## src/binary_packet_validator_macros.svh

```systemverilog
// Assertion macros shared by the validator RTL
`ifndef BINARY_PACKET_VALIDATOR_MACROS_SVH
`define BINARY_PACKET_VALIDATOR_MACROS_SVH

// same-cycle implication
`define BPV_ASSERT_IMPL(label, clock, resetn, pre, post, msg) \
    label: assert property (@(posedge clock) disable iff (!resetn) (pre) |-> (post)) \
        else $error(msg);

// next-cycle implication
`define BPV_ASSERT_NEXT(label, clock, resetn, pre, post, msg) \
    label: assert property (@(posedge clock) disable iff (!resetn) (pre) |=> (post)) \
        else $error(msg);

`endif

```

## src/bpv_pkg.sv

```systemverilog
// Types and constants of the binary packet validator
package bpv_pkg;

    localparam int unsigned HDR_LEN   = 16;
    localparam int unsigned COUNT_W   = 17;

    localparam logic [COUNT_W-1:0] COUNT_MAX = {COUNT_W{1'b1}};
    localparam logic [COUNT_W-1:0] HDR_BYTES = 17'd16;
    localparam logic [COUNT_W-1:0] MIN_BYTES = 17'd20;

    localparam logic [7:0] MAGIC_0 = 8'h49;
    localparam logic [7:0] MAGIC_1 = 8'h47;
    localparam logic [7:0] MAGIC_2 = 8'h57;
    localparam logic [7:0] MAGIC_3 = 8'h31;
    localparam logic [7:0] VERSION_ONE = 8'h01;
    localparam logic [7:0] KIND_REGISTRATION = 8'h01;
    localparam logic [7:0] KIND_UNLOCK = 8'h02;
    localparam logic [7:0] PRINT_LOW = 8'h20;
    localparam logic [7:0] PRINT_HIGH = 8'h7E;

    localparam logic [7:0]  MAX_ID_LENGTH_RESET = 8'd16;
    localparam logic [15:0] UNLOCK_FIRST_RESET  = 16'd7421;
    localparam logic [15:0] UNLOCK_SECOND_RESET = 16'd3390;

    typedef logic [1:0]  cfg_addr_t;
    typedef logic [15:0] cfg_data_t;

    localparam cfg_addr_t CFG_MAX_ID_LENGTH  = 2'd0;
    localparam cfg_addr_t CFG_UNLOCK_FIRST   = 2'd1;
    localparam cfg_addr_t CFG_UNLOCK_SECOND  = 2'd2;

    typedef enum logic [3:0] {
        VERDICT_ACCEPT      = 4'd0,
        VERDICT_SHORT       = 4'd1,
        VERDICT_MAGIC       = 4'd2,
        VERDICT_VERSION     = 4'd3,
        VERDICT_TYPE        = 4'd4,
        VERDICT_FLAGS       = 4'd5,
        VERDICT_RESERVED    = 4'd6,
        VERDICT_SIZE        = 4'd7,
        VERDICT_ID_PAYLOAD  = 4'd8,
        VERDICT_CHECKSUM    = 4'd9,
        VERDICT_UNPRINTABLE = 4'd10,
        VERDICT_ID_LONG     = 4'd11,
        VERDICT_UNLOCK      = 4'd12
    } verdict_t;

    typedef struct packed {
        logic [COUNT_W-1:0]        byte_count;
        logic [HDR_LEN-1:0][7:0]   header_bytes;
        logic [31:0]               running_sum;
        logic [31:0]               tail_bytes;
        logic                      id_unprintable;
    } pkt_state_t;

    typedef struct packed {
        logic [7:0]  max_id_length;
        logic [15:0] unlock_code_first;
        logic [15:0] unlock_code_second;
    } cfg_t;

    typedef struct packed {
        logic [3:0]  verdict;
        logic [7:0]  packet_kind;
        logic [7:0]  id_length;
        logic [15:0] payload_length;
    } result_t;

endpackage

```

## src/bpv_ifs.sv

```systemverilog
// Handshake interfaces of the binary packet validator
interface bpv_pkt_if;
    logic       valid;
    logic       ready;
    logic [7:0] data_byte;
    logic       is_last;

    modport source (output valid, output data_byte, output is_last, input ready);
    modport sink (input valid, input data_byte, input is_last, output ready);
endinterface

interface bpv_res_if;
    logic        valid;
    logic        ready;
    logic [3:0]  verdict;
    logic [7:0]  packet_kind;
    logic [7:0]  id_length;
    logic [15:0] payload_length;

    modport source (output valid, output verdict, output packet_kind, output id_length,
                    output payload_length, input ready);
    modport sink (input valid, input verdict, input packet_kind, input id_length,
                  input payload_length, output ready);
endinterface

interface bpv_cfg_if;
    logic               valid;
    logic               ready;
    bpv_pkg::cfg_addr_t addr;
    bpv_pkg::cfg_data_t data;

    modport source (output valid, output addr, output data, input ready);
    modport sink (input valid, input addr, input data, output ready);
endinterface

```

## src/bpv_judge.sv

```systemverilog
// Verdict logic: first failing check of a completed packet
module bpv_judge (
    input  bpv_pkg::pkt_state_t state,
    input  bpv_pkg::cfg_t       cfg,
    output bpv_pkg::result_t    result
);

    logic [7:0]  kind;
    logic [7:0]  idlen;
    logic [15:0] plen;
    logic [15:0] reserved_word;
    logic [15:0] unlock_first;
    logic [15:0] unlock_second;
    logic [9:0]  tail_sum;
    logic [31:0] computed;
    logic [bpv_pkg::COUNT_W-1:0] expected_count;
    bpv_pkg::verdict_t verdict;

    assign kind          = state.header_bytes[5];
    assign idlen         = state.header_bytes[6];
    assign plen          = {state.header_bytes[9], state.header_bytes[8]};
    assign unlock_first  = {state.header_bytes[11], state.header_bytes[10]};
    assign unlock_second = {state.header_bytes[13], state.header_bytes[12]};
    assign reserved_word = {state.header_bytes[15], state.header_bytes[14]};

    assign tail_sum = {2'b00, state.tail_bytes[7:0]} + {2'b00, state.tail_bytes[15:8]}
                    + {2'b00, state.tail_bytes[23:16]} + {2'b00, state.tail_bytes[31:24]};
    assign computed = state.running_sum - {22'd0, tail_sum};
    assign expected_count = {1'b0, plen} + bpv_pkg::MIN_BYTES;

    always_comb
    begin
        if (state.byte_count < bpv_pkg::MIN_BYTES)
            verdict = bpv_pkg::VERDICT_SHORT;
        else if (state.header_bytes[0] != bpv_pkg::MAGIC_0
                 || state.header_bytes[1] != bpv_pkg::MAGIC_1
                 || state.header_bytes[2] != bpv_pkg::MAGIC_2
                 || state.header_bytes[3] != bpv_pkg::MAGIC_3)
            verdict = bpv_pkg::VERDICT_MAGIC;
        else if (state.header_bytes[4] != bpv_pkg::VERSION_ONE)
            verdict = bpv_pkg::VERDICT_VERSION;
        else if (kind != bpv_pkg::KIND_REGISTRATION && kind != bpv_pkg::KIND_UNLOCK)
            verdict = bpv_pkg::VERDICT_TYPE;
        else if (state.header_bytes[7] != 8'd0)
            verdict = bpv_pkg::VERDICT_FLAGS;
        else if (reserved_word != 16'd0)
            verdict = bpv_pkg::VERDICT_RESERVED;
        else if (state.byte_count != expected_count)
            verdict = bpv_pkg::VERDICT_SIZE;
        else if (kind == bpv_pkg::KIND_REGISTRATION && plen < {8'd0, idlen})
            verdict = bpv_pkg::VERDICT_ID_PAYLOAD;
        else if (computed != state.tail_bytes)
            verdict = bpv_pkg::VERDICT_CHECKSUM;
        else if (kind == bpv_pkg::KIND_REGISTRATION)
        begin
            if (idlen != 8'd0 && state.id_unprintable)
                verdict = bpv_pkg::VERDICT_UNPRINTABLE;
            else if (idlen > cfg.max_id_length)
                verdict = bpv_pkg::VERDICT_ID_LONG;
            else
                verdict = bpv_pkg::VERDICT_ACCEPT;
        end
        else if (unlock_first != cfg.unlock_code_first
                 || unlock_second != cfg.unlock_code_second)
            verdict = bpv_pkg::VERDICT_UNLOCK;
        else
            verdict = bpv_pkg::VERDICT_ACCEPT;
    end

    always_comb
    begin
        result.verdict        = verdict;
        result.packet_kind    = kind;
        result.id_length      = idlen;
        result.payload_length = plen;
    end

endmodule

```

## src/binary_packet_validator.sv

```systemverilog
// Binary packet validator top level: byte intake, packet state, result register
// Takes one packet byte per cycle, with no gap between packets, unless the input is held
// off as described below. Each byte updates the byte count, header copy, running sum,
// last-four-byte window and id check in the cycle it is transferred. After the final
// byte, the verdict is formed from the registered packet state and written to the
// result register once that register is free. The input holds off only while that
// verdict is waiting and the result register is full and not being taken.
// Configuration writes are taken in every cycle.
`include "binary_packet_validator_macros.svh"

module binary_packet_validator (
    input logic clk,
    input logic rst_n,
    bpv_pkt_if.sink   pkt,
    bpv_res_if.source res,
    bpv_cfg_if.sink   cfg
);

    bpv_pkg::pkt_state_t state_reg, state_next, base;
    bpv_pkg::cfg_t       cfg_reg, cfg_next;
    bpv_pkg::result_t    result_reg, result_next, judged;
    logic                pending_reg, pending_next;
    logic                out_valid_reg, out_valid_next;
    logic                out_free;
    logic                clear_now;
    logic                pkt_accept;
    logic [bpv_pkg::COUNT_W-1:0] id_offset;

    bpv_judge u_judge (
        .state  (state_reg),
        .cfg    (cfg_reg),
        .result (judged)
    );

    assign out_free   = !out_valid_reg || res.ready;
    assign clear_now  = pending_reg && out_free;
    assign pkt.ready  = !pending_reg || out_free;
    assign pkt_accept = pkt.valid && pkt.ready;
    assign cfg.ready  = 1'b1;

    assign res.valid          = out_valid_reg;
    assign res.verdict        = result_reg.verdict;
    assign res.packet_kind    = result_reg.packet_kind;
    assign res.id_length      = result_reg.id_length;
    assign res.payload_length = result_reg.payload_length;

    assign base      = clear_now ? '0 : state_reg;
    assign id_offset = base.byte_count - bpv_pkg::HDR_BYTES;

    always_comb
    begin
        state_next = base;
        if (pkt_accept)
        begin
            if (base.byte_count < bpv_pkg::HDR_BYTES)
                state_next.header_bytes[base.byte_count[3:0]] = pkt.data_byte;
            else if (id_offset < {9'd0, base.header_bytes[6]})
            begin
                if (pkt.data_byte < bpv_pkg::PRINT_LOW || pkt.data_byte > bpv_pkg::PRINT_HIGH)
                    state_next.id_unprintable = 1'b1;
            end
            state_next.running_sum = base.running_sum + {24'd0, pkt.data_byte};
            state_next.tail_bytes  = {pkt.data_byte, base.tail_bytes[31:8]};
            if (base.byte_count != bpv_pkg::COUNT_MAX)
                state_next.byte_count = base.byte_count + 17'd1;
        end
    end

    always_comb
    begin
        pending_next = pending_reg;
        if (clear_now)
            pending_next = 1'b0;
        if (pkt_accept && pkt.is_last)
            pending_next = 1'b1;
    end

    always_comb
    begin
        out_valid_next = out_valid_reg;
        result_next    = result_reg;
        if (clear_now)
        begin
            out_valid_next = 1'b1;
            result_next    = judged;
        end
        else if (res.ready)
            out_valid_next = 1'b0;
    end

    always_comb
    begin
        cfg_next = cfg_reg;
        if (cfg.valid)
        begin
            unique case (cfg.addr)
                bpv_pkg::CFG_MAX_ID_LENGTH: cfg_next.max_id_length      = cfg.data[7:0];
                bpv_pkg::CFG_UNLOCK_FIRST:  cfg_next.unlock_code_first  = cfg.data;
                bpv_pkg::CFG_UNLOCK_SECOND: cfg_next.unlock_code_second = cfg.data;
                default:                    cfg_next = cfg_reg;
            endcase
        end
    end

    always_ff @(posedge clk or negedge rst_n)
    begin
        if (!rst_n)
        begin
            state_reg     <= '0;
            pending_reg   <= 1'b0;
            out_valid_reg <= 1'b0;
            cfg_reg.max_id_length      <= bpv_pkg::MAX_ID_LENGTH_RESET;
            cfg_reg.unlock_code_first  <= bpv_pkg::UNLOCK_FIRST_RESET;
            cfg_reg.unlock_code_second <= bpv_pkg::UNLOCK_SECOND_RESET;
        end
        else
        begin
            state_reg     <= state_next;
            pending_reg   <= pending_next;
            out_valid_reg <= out_valid_next;
            cfg_reg       <= cfg_next;
        end
    end

    always_ff @(posedge clk)
    begin
        result_reg <= result_next;
    end

    `BPV_ASSERT_IMPL(a_stall_when_full, clk, rst_n, pending_reg && !out_free, !pkt.ready, "input taken while verdict blocked")
    `BPV_ASSERT_NEXT(a_last_sets_pending, clk, rst_n, pkt_accept && pkt.is_last, pending_reg, "final byte did not raise pending verdict")
    `BPV_ASSERT_NEXT(a_pending_delivers, clk, rst_n, clear_now, out_valid_reg, "pending verdict not written to result register")
    `BPV_ASSERT_NEXT(a_clear_after_verdict, clk, rst_n, clear_now && !pkt_accept, state_reg == '0, "packet state not cleared after verdict")

endmodule
```

## src/flat_wrapper.sv

```systemverilog
// flat-port wrapper written by rule: the top's interface ports become plain ports
module binary_packet_validator_flat 
  (clk, rst_n, pkt_valid, pkt_data_byte, pkt_is_last, pkt_ready, res_valid, res_verdict, res_packet_kind, res_id_length, res_payload_length, res_ready, cfg_valid, cfg_addr, cfg_data, cfg_ready);
  bpv_pkt_if pkt_i ();
  bpv_res_if res_i ();
  bpv_cfg_if cfg_i ();
  input logic clk;
  input logic rst_n;
  input wire logic [$bits(pkt_i.valid)-1:0] pkt_valid;
  input wire logic [$bits(pkt_i.data_byte)-1:0] pkt_data_byte;
  input wire logic [$bits(pkt_i.is_last)-1:0] pkt_is_last;
  output wire logic [$bits(pkt_i.ready)-1:0] pkt_ready;
  output wire logic [$bits(res_i.valid)-1:0] res_valid;
  output wire logic [$bits(res_i.verdict)-1:0] res_verdict;
  output wire logic [$bits(res_i.packet_kind)-1:0] res_packet_kind;
  output wire logic [$bits(res_i.id_length)-1:0] res_id_length;
  output wire logic [$bits(res_i.payload_length)-1:0] res_payload_length;
  input wire logic [$bits(res_i.ready)-1:0] res_ready;
  input wire logic [$bits(cfg_i.valid)-1:0] cfg_valid;
  input wire logic [$bits(cfg_i.addr)-1:0] cfg_addr;
  input wire logic [$bits(cfg_i.data)-1:0] cfg_data;
  output wire logic [$bits(cfg_i.ready)-1:0] cfg_ready;
  assign pkt_i.valid = pkt_valid;
  assign pkt_i.data_byte = pkt_data_byte;
  assign pkt_i.is_last = pkt_is_last;
  assign pkt_ready = pkt_i.ready;
  assign res_valid = res_i.valid;
  assign res_verdict = res_i.verdict;
  assign res_packet_kind = res_i.packet_kind;
  assign res_id_length = res_i.id_length;
  assign res_payload_length = res_i.payload_length;
  assign res_i.ready = res_ready;
  assign cfg_i.valid = cfg_valid;
  assign cfg_i.addr = cfg_addr;
  assign cfg_i.data = cfg_data;
  assign cfg_ready = cfg_i.ready;
  binary_packet_validator u_core (.clk(clk), .rst_n(rst_n), .pkt(pkt_i), .res(res_i), .cfg(cfg_i));
endmodule
```

## config.mk

```make
export PLATFORM = sky130hd
export DESIGN_NAME = binary_packet_validator_flat
export DESIGN_NICKNAME = d
export VERILOG_FILES = /design/src/bpv_pkg.sv /design/src/bpv_ifs.sv /design/src/bpv_judge.sv /design/src/binary_packet_validator.sv /design/src/flat_wrapper.sv
export VERILOG_INCLUDE_DIRS = /design/src /design/src/src
export SDC_FILE = /design/constraint.sdc
export NUM_CORES = 1
export LEC_CHECK = 0
export ABC_AREA = 0
export BUFFER_PORTS_ARGS = -buffer_cell sky130_fd_sc_hd__buf_2
export CORE_UTILIZATION = 62
export DETAILED_ROUTE_END_ITERATION = 10
export GPL_TIMING_DRIVEN = 0
export PLACE_DENSITY = 0.84
export SLEW_MARGIN = 20
export SYNTH_ARGS = -nofsm -noshare
export SYNTH_HDL_FRONTEND = slang
export SYNTH_SLANG_ARGS = --single-unit
export TNS_END_PERCENT = 20
```

## constraint.sdc

```tcl
create_clock -name clk -period 6.95 [get_ports clk]
set_input_delay 0 -clock clk [delete_from_list [all_inputs] [get_ports clk]]
set_output_delay 0 -clock clk [all_outputs]
set_load 0.005 [all_outputs]
```

Yosys cells after proc, flatten, opt, wreduce, memory -nomap -nowiden. Index checks and enable logic that the tools add are counted.

Register bits: 288. Bits in latches: 0. Bits in writable memories: 0. Memory bits (read-only): 0. Input bits: 32. Output and inout port bits: 39. Logic and storage cells: 118. Memories kept: 0.

Add/subtract/negate cells: 8. Multiply operators: 0. Divide/modulo/power cells: 0. Order comparisons: 9. Eq/ne operators: 15. Shift-type cells: 0. Muxes and demuxes: 26. Bitwise logic cells: 0. Reductions and logical operators: 28.

Operators with widths (count): $mux W210 (2); $bwmux W128 (1); $mux W128 (1); $lt A17 B5 Y1 const B (2); $add A32 B8 Y32 (1); $demux W8 S4 (1); $ne A16 B16 Y1 (2); $ne A32 B32 Y1 (1); $sub A32 B10 Y32 (1); $mux W4 (6); $ne A8 B7 Y1 const B (3); $add A10 B8 Y10 (2); $add A16 B5 Y17 const B (1); $add A17 B1 Y17 const B (1); $lt A17 B8 Y1 (1); $mux W17 (1); $ne A17 B17 Y1 (1); $ne A17 B17 Y1 const B (1); $sub A17 B5 Y17 const B (1); $lt A16 B8 Y1 (1); $ne A8 B1 Y1 const B (2); $reduce_bool A16 Y1 (1); $reduce_bool A8 Y1 (2); $mux W3 (4); other kinds (22) (46).

Depth between registers and ports, before layout. Gate-level depths: netlist of the first run.

Depth after elaboration: 13. Mapped depth: 28. Mapped depth without buffers: 27.

By module. Synthesis of the first run repeated with hierarchy kept, for this count alone.

Cell total of the unflattened synthesis: 1695. Area, all modules: 16276.9 µm².

Modules (own cells, without submodules): binary_packet_validator (instances 1, cells an instance 1173, area each 12350.6 µm², seq. area each 7410.9 µm²); bpv_judge (instances 1, cells an instance 522, area each 3926.3 µm², seq. area each 0.0 µm²).

Worst setup path before layout of the first run. No wires, ideal clock.

Kind: register -> register. Start point: reg u_core.state_reg[1] (netlist name). End point: reg u_core.result_reg (netlist bit u_core.res.verdict[0]), data pin. Library setup time: 0.269 ns. Data arrival time: 5.225 ns. Required time: 6.681 ns. Setup slack: 1.456 ns. Cell stages (with the launch flop): 27. Period minus slack after synthesis: 5.494 ns. Cell sequence: dfrtp_1 > ha_1 > inv_1 > fa_1 > fa_1 > inv_1 > ha_1 > inv_1 > fa_1 > inv_1 > a21oi_1 > o21ai_0 > a21oi_1 > o21bai_1 > a21o_1 > a21oi_1 > ha_1 > clkbuf_1 > nor2b_1 > nor3b_2 > o211ai_1 > nand4_1 > xnor2_1 > or4_1 > nor4_1 > and4_1 > a211oi_1.

Word-level cells in the longest chain between the ends: 13.

RTL lines: start: declaration (line binary_packet_validator.sv:19) `bpv_pkg::pkt_state_t state_reg, state_next, base;`; start signal: assignment (line binary_packet_validator.sv:118) `state_reg <= state_next;`; $add A8 B8 Y9 (line bpv_judge.sv:26) `assign tail_sum = {2'b00, state.tail_bytes[7:0]} + {2'b00, state.tail_bytes[15:8]}`; $add A10 B8 Y10 (2 in a row) (line bpv_judge.sv:27) `+ {2'b00, state.tail_bytes[23:16]} + {2'b00, state.tail_bytes[31:24]};`; $sub A32 B10 Y32 (line bpv_judge.sv:28) `assign computed = state.running_sum - {22'd0, tail_sum};`; $ne A32 B32 Y1 * (line bpv_judge.sv:52) `else if (computed != state.tail_bytes)`; $mux W4 * (line bpv_judge.sv:52); $mux W4 * (line bpv_judge.sv:50) `else if (kind == bpv_pkg::KIND_REGISTRATION && plen < {8'd0, idlen})`; $mux W3 * (line bpv_judge.sv:48) `else if (state.byte_count != expected_count)`; $mux W3 * (line bpv_judge.sv:46) `else if (reserved_word != 16'd0)`; $mux W3 * (line bpv_judge.sv:44) `else if (state.header_bytes[7] != 8'd0)`; $mux W3 * (line bpv_judge.sv:42) `else if (kind != bpv_pkg::KIND_REGISTRATION && kind != bpv_pkg::KIND_UNLOCK)`; $mux W2 * (line bpv_judge.sv:40) `else if (state.header_bytes[4] != bpv_pkg::VERSION_ONE)`; $mux W2 * (line bpv_judge.sv:35) `else if (state.header_bytes[0] != bpv_pkg::MAGIC_0`; end signal: assignment (line binary_packet_validator.sv:127) `result_reg <= result_next;`; end: declaration (line binary_packet_validator.sv:21) `bpv_pkg::result_t result_reg, result_next, judged;`.

Mark *: on every way between the ends. The rest lies on a longest branch, timed or not. A chain may end at the register's enable or synchronous reset.

Final worst setup path of the first run.
Start point: reg u_core.state_reg[9] (netlist name). End point: reg u_core.result_reg (netlist bit u_core.res.verdict[0]), data pin.

The elaborated chain is that of the path after synthesis.

==> flow_summary.json, run 1 <==
{
  "drive_gt1_share_pct": 11.4,
  "largest_reg_flops": 210,
  "synth_compound_area_share_pct": 12.9,
  "dieArea_um2": 26300,
  "row_count": 58,
  "via_count": 13500,
  "gp_congestion": 1.00,
  "cp_top_family": "simple AND/OR/NAND/NOR gates",
  "drv_cap": 0,
  "crit_cells": 28,
  "synth_common_cells": "dfrtp_1, o21ai_0, nand3_1",
  "cp-start-kind": "register",
  "cts_buffers": 29,
  "synth_top_family_by_area": "simple AND/OR/NAND/NOR gates",
  "rsz0062_at_grt": "no",
  "ys_ff_latch": 288,
  "p_leak_nw": 7.91,
  "worst-r2r-cell-count": 28,
  "synth-edff-count": 36,
  "critPathBufInv": 6,
  "syn_inst": 1650,
  "vdd_drop_max_uv": 452,
  "status": "finished clean",
  "dr.pass1.iters": 6,
  "yosys.area_share.simple_pct": 18.4,
  "path_class": "reg -> reg",
  "min_period_ps": 6740,
  "die_w_um": 162,
  "p_per_area_nw_per_um2": 365,
  "timing.rr.start": "u_core.state_reg[9]",
  "grt_pass1_vias": 13600,
  "cp_max_fo": 8,
  "syn_nets": 1757,
  "cp-end-kind": "register",
  "grt_pass1_wl_um": 71500,
  "syn_avg_cell_area_um2": 9.65,
  "fin_skew_ps": 13.6,
  "start_util_pct": 63.2,
  "core_um2": 25200,
  "cts_buffer_depth": 3,
  "yosysWarnings": 0,
  "hold_class": "in -> reg",
  "tightest_slew_ps": 905,
  "h-tree-depth": 1,
  "fmax_mhz": 148,
  "post-route-period-util_pct": 97.0,
  "postRouteAntennaNets": 0,
  "fin_util_pct": 72.0,
  "drtIter0Drc": 1399,
  "cp.arrival_ps": 7010,
  "grt-ovfl-total": 0,
  "setup_viol": 0,
  "power.internal_w": 0.00410,
  "cpMostUsedCell": "inv_1",
  "relSlewSlack_pct": 39.1,
  "hold-path-cell-count": 3,
  "slowest_stage": "or4_1",
  "p_sw_w": 0.00251,
  "p_seq_share_pct": 32.9,
  "synth_largest_area_cell": "dfrtp_1",
  "worst_slack_ps": 208,
  "dpl_worst_slack_ps": 179,
  "synth_xor_xnor_area_share_pct": 8.62,
  "synthAdderAreaFrac_pct": 6.46,
  "antenna_found_initial": 1,
  "wirelength_um": 44800,
  "setup_tns_ps": 0,
  "grt_max_degree": 101,
  "clk_pin_slew_ps": 70,
  "yosysTopAreaCellShare_pct": 36.6,
  "yosys.cell_count.top_type": "dfrtp_1",
  "startpoint": "u_core.state_reg[9]",
  "synthTopCellsByArea": "dfrtp_1, edfxtp_1, xnor2_1",
  "required_ps": 7220,
  "cts_tree": "yes",
  "final_max_slew_viol_count": 0,
  "ios": 71,
  "cts-root-buf": "clkbuf_16",
  "ys_async_sr_fraction_pct": 87.5,
  "endpoint": "u_core.res.verdict[0]",
  "port_buffers": 69,
  "track_usage_pct": 34.8,
  "ys_seq_area_share_pct": 46.5,
  "remaining_drc_errors": 0,
  "nets": 1894,
  "wl_per_cell_um": 21.0,
  "synth_mux_area_share_pct": 2.48,
  "synth_cell_types": 76,
  "swShare_pct": 37.9,
  "clock_latency_ps": 550,
  "area_growth_pct": 13.9,
  "p_comb_share_pct": 41.8,
  "slowest_delay_ps": 540,
  "regToRegSetupSlack_ps": 210,
  "clockPowerShare_pct": 25.2,
  "num_antenna_cells": 0,
  "synth_area_um2": 15900,
  "viasPerCell": 6.33,
  "reg2reg_to": "u_core.res.verdict[0]",
  "synth_ff_type": "dfrtp_1",
  "dp_hpwl_um": 31300,
  "clock-sinks": 288,
  "hold_violations": 0,
  "fp.dieH_um": 162
}
[power by group through the flow]
stage          clock network, W  registers, W  logic (W)
2_1_floorplan                 0       0.00211    0.00205
6_report                0.00167       0.00218    0.00276
4_1_cts                 0.00167       0.00217    0.00270
3_5_place_dp                  0       0.00219    0.00264
5_1_grt                 0.00174       0.00219    0.00303
3_3_place_gp                  0       0.00218    0.00256
[final cells by class]
type	count	area [um^2]
multi-input cells	1174	7780
flip-flops and latches	288	7410
fillers	1775	7050
clock buffers	40	870
repair buffers	106	773
well taps	330	413
inverters	98	368
plain buffers	90	363
clock inverters	13	154
[layer usage]
layer / GRT usage (%) / share of wire, %
met5: 0 / 0
met4: 17.8 / 5.1
met3: 4.83 / 6.7
met2: 59.2 / 49
met1: 43.3 / 39
[kinds of logic (layout without fill, tap and decap cells)]
| group | after synthesis | count (layout) |
|---|---|---|
| other | 1 | 1 |
| adder cells (fa/ha/maj) | 75 | 75 |
| AO/OA/AOI/OAI | 338 | 338 |
| buffers and inverters | 188 | 347 |
| multiplexers | 35 | 35 |
| XOR/XNOR | 155 | 155 |
| flip-flops | 288 | 288 |
| AND/OR/NAND/NOR | 570 | 570 |
[cell usage in the layout (no fill, tap or decap), drive strengths merged, types with 9 or more instances in the layout]
master / synthesis / final
clkbuf: 62 / 102
o21ai: 186 / 186
a21oi: 33 / 33
xor2: 37 / 37
nor4b: 9 / 9
nor2: 76 / 76
nand3: 163 / 163
dlygate4sd3: 0 / 32
a21o: 17 / 17
xnor2: 117 / 117
and4: 11 / 11
a2111oi: 10 / 10
nand4: 37 / 37
fa: 12 / 12
nand2: 141 / 141
nand3b: 9 / 9
o22ai: 21 / 21
inv: 98 / 99
buf: 28 / 102
mux2: 35 / 35
ha: 63 / 63
nor4: 29 / 29
dfrtp: 233 / 233
edfxtp: 36 / 36
nand2b: 10 / 10
and2: 14 / 14
dfstp: 19 / 19
nor3: 26 / 26
[metrics by stage]
stage	total power [W]	hold WS [ps]	cells	area, um^2
after floorplan	0.00416	-296	1650	15900
final	0.00661	25.9	2139	18100
after global placement	0.00474	247	2049	16700
after global routing	0.00696	38.8	2139	18100
after CTS	0.00653	17.7	2137	18100
after detailed placement	0.00483	49.0	2052	16800
[how the worst min path moves through the flow]
stage                           from                    end  slack (ps)
floorplan                      rst_n      u_core.cfg_reg[0]        -300
CTS                 pkt_data_byte[1]  u_core.state_reg[114]          20
global route        pkt_data_byte[6]   u_core.state_reg[31]          40
detailed placement             rst_n    u_core.state_reg[1]          50
finish              pkt_data_byte[6]   u_core.state_reg[79]          30
global placement        cfg_data[13]     u_core.cfg_reg[29]         250
[repair_timing]
item	in CTS	in global routing
gates resized for setup	0	1
hold endpoints to repair	164	0
endpoints found under the setup margin	0	4
buffers inserted	0	2
hold buffers	32	0
[worst reg2reg max path, delay by kind of cell, from the launching register on]
family                   cells  cell delay [ps]
adder cells (fa/ha/maj)      5             1680
XOR/XNOR                     2              230
AND/OR/NAND/NOR              6             1940
buffers and inverters        6              700
flip-flops                   1              460
AO/OA/AOI/OAI                9             1440
(Power assumes the default switching activity.)
==> run 2: changes to the inputs <==
--- a/config.mk
+++ b/config.mk
@@ -8,10 +8,11 @@
 export LEC_CHECK = 0
 export ABC_AREA = 0
 export BUFFER_PORTS_ARGS = -buffer_cell sky130_fd_sc_hd__buf_2
-export CORE_UTILIZATION = 62
+export CORE_UTILIZATION = 64
+export CTS_BUF_LIST = sky130_fd_sc_hd__clkbuf_8
 export DETAILED_ROUTE_END_ITERATION = 10
 export GPL_TIMING_DRIVEN = 0
-export PLACE_DENSITY = 0.84
+export PLACE_DENSITY = 0.86
 export SLEW_MARGIN = 20
 export SYNTH_ARGS = -nofsm -noshare
 export SYNTH_HDL_FRONTEND = slang
==> flow_summary.json, run 2 (synthesized netlist as in run 1, its figures left out) <==
{
  "status": "finished clean",
  "wirelength_um": 45400,
  "clock_latency_ps": 590,
  "final_max_slew_viol_count": 0,
  "dp_hpwl_um": 32100,
  "area_growth_pct": 13.7,
  "gp_congestion": 0.986,
  "ios": 71,
  "drtIter0Drc": 1408,
  "vdd_drop_max_uv": 319,
  "hold_class": "in -> reg",
  "antenna_found_initial": 0,
  "grt_max_degree": 99,
  "via_count": 13700,
  "cp.arrival_ps": 6990,
  "tightest_slew_ps": 812,
  "cp-start-kind": "register",
  "cts_buffer_depth": 3,
  "grt-ovfl-total": 0,
  "cpMostUsedCell": "inv_1",
  "dieArea_um2": 25500,
  "largest_reg_flops": 210,
  "h-tree-depth": 2,
  "layout_common_cells": "dfrtp_1, o21ai_0, nand3_1, nand2_1, xnor2_1",
  "required_ps": 7240,
  "remaining_drc_errors": 0,
  "relSlewSlack_pct": 45.3,
  "core_um2": 24400,
  "cp-end-kind": "register",
  "mostFrequentLayoutCell": "dfrtp_1",
  "track_usage_pct": 36.1,
  "hold_violations": 0,
  "final-instance-count-excl-fill": 2170,
  "nets": 1914,
  "slowest_stage": "or4_1",
  "grt_pass1_wl_um": 72300,
  "holdWs_ps": 72.4,
  "fmax_mhz": 149,
  "drv_cap": 0,
  "clock-sinks": 288,
  "cp_max_fo": 8,
  "min_period_ps": 6700,
  "viasPerCell": 6.33,
  "postRouteAntennaNets": 0,
  "slowest_delay_ps": 530,
  "drive_gt1_share_pct": 12.2,
  "timing.rr.start": "u_core.state_reg[9]",
  "post-route-period-util_pct": 96.5,
  "die_w_um": 160,
  "cts-root-buf": "clkbuf_8",
  "placed_cells": 2046,
  "p_per_area_nw_per_um2": 355,
  "clk_pin_slew_ps": 60,
  "fin_util_pct": 74.2,
  "port_buffers": 69,
  "setup_viol": 0,
  "cts_tree": "yes",
  "wl_per_cell_um": 20.9,
  "dr.pass1.iters": 8,
  "startpoint": "u_core.state_reg[9]",
  "fin_skew_ps": 24.0,
  "path_class": "reg -> reg",
  "setup_tns_ps": 0,
  "hp-start": "cfg_valid",
  "row_count": 57,
  "p_leak_nw": 7.98,
  "fp.dieH_um": 160,
  "grt_pass1_vias": 13700,
  "rsz0062_at_grt": "no",
  "start_util_pct": 65.3,
  "num_antenna_cells": 0,
  "cts_buffers": 47
}
-- run 2: critical path, delay by kind of cell, from the launching register on --
| kind | cells | cell delay [ps] |
|---|---|---|
| simple gates | 6 | 1870 |
| fa+ha+maj | 5 | 1830 |
| compound gates | 9 | 1610 |
| buf+inv | 5 | 430 |
| flops | 1 | 410 |
| xor+xnor | 2 | 250 |
-- run 2: stage by stage --
| step | setup slack (ps) | total power, W | cell area [um^2] |
|---|---|---|---|
| finish | 246 | 0.00643 | 18100 |
| floorplan | 1460 | 0.00416 | 15900 |
| global route | 10.9 | 0.00681 | 18100 |
| global placement | -68.3 | 0.00478 | 16700 |
| detailed placement | -132 | 0.00486 | 16800 |
| CTS | 116 | 0.00635 | 18100 |
-- run 2: path summary, 6_finish.rpt --
| check | end | cells after the start | slack, ps |
|---|---|---|---|
| worst min register to register | u_core.res.payload_length[14] | 0 | 450 |
| min in group asynchronous | u_core.cfg_reg[28] | 3 | 510 |
| max in group asynchronous | u_core.cfg_reg[36] | 4 | 5940 |
| worst max-delay path | u_core.res.verdict[0] | 27 | 250 |
| worst max register to register | u_core.res.verdict[0] | 27 | 250 |
| worst min-delay path | u_core.cfg_reg[36] | 5 | 70 |
-- run 2: timing repair --
item	CTS	global route
endpoints found under the setup margin	1	4
hold buffers	35	0
gates cloned	0	0
buffers inserted	2	0
endpoints found under the hold margin	337	0
resized for setup	1	4
pin swaps	1	0
-- run 2: report_power, final --
| group | switching, W | leakage [nW] | total [W] | internal (W) |
|---|---|---|---|---|
| Sequential | 0.000218 | 3.68 | 0.00218 | 0.00196 |
| Clock | 0.000705 | 0.543 | 0.00146 | 0.000756 |
| Combinational | 0.00162 | 3.76 | 0.00279 | 0.00117 |
| Total | 0.00255 | 7.98 | 0.00643 | 0.00388 |
-- run 2: per-layer routing --
metal  part of all wire [%]  vias to the layer above  GRT usage, %
met2                     50                      681          62.2
li1                       -                     6167             -
met3                    6.9                      152          5.43
met1                     39                     6730          44.2
met4                    4.7                        0          18.5
met5                      0                        -             0
-- run 2: cell type report --
cell class,instances,area (um^2)
Buffer,89,359
Inverter,98,368
Clock inverter,34,188
Sequential cell,288,7410
Multi-Input combinational cell,1174,7810
Clock buffer,54,743
Timing Repair Buffer,109,821
Tap cell,324,405
Fill cell,1733,6280
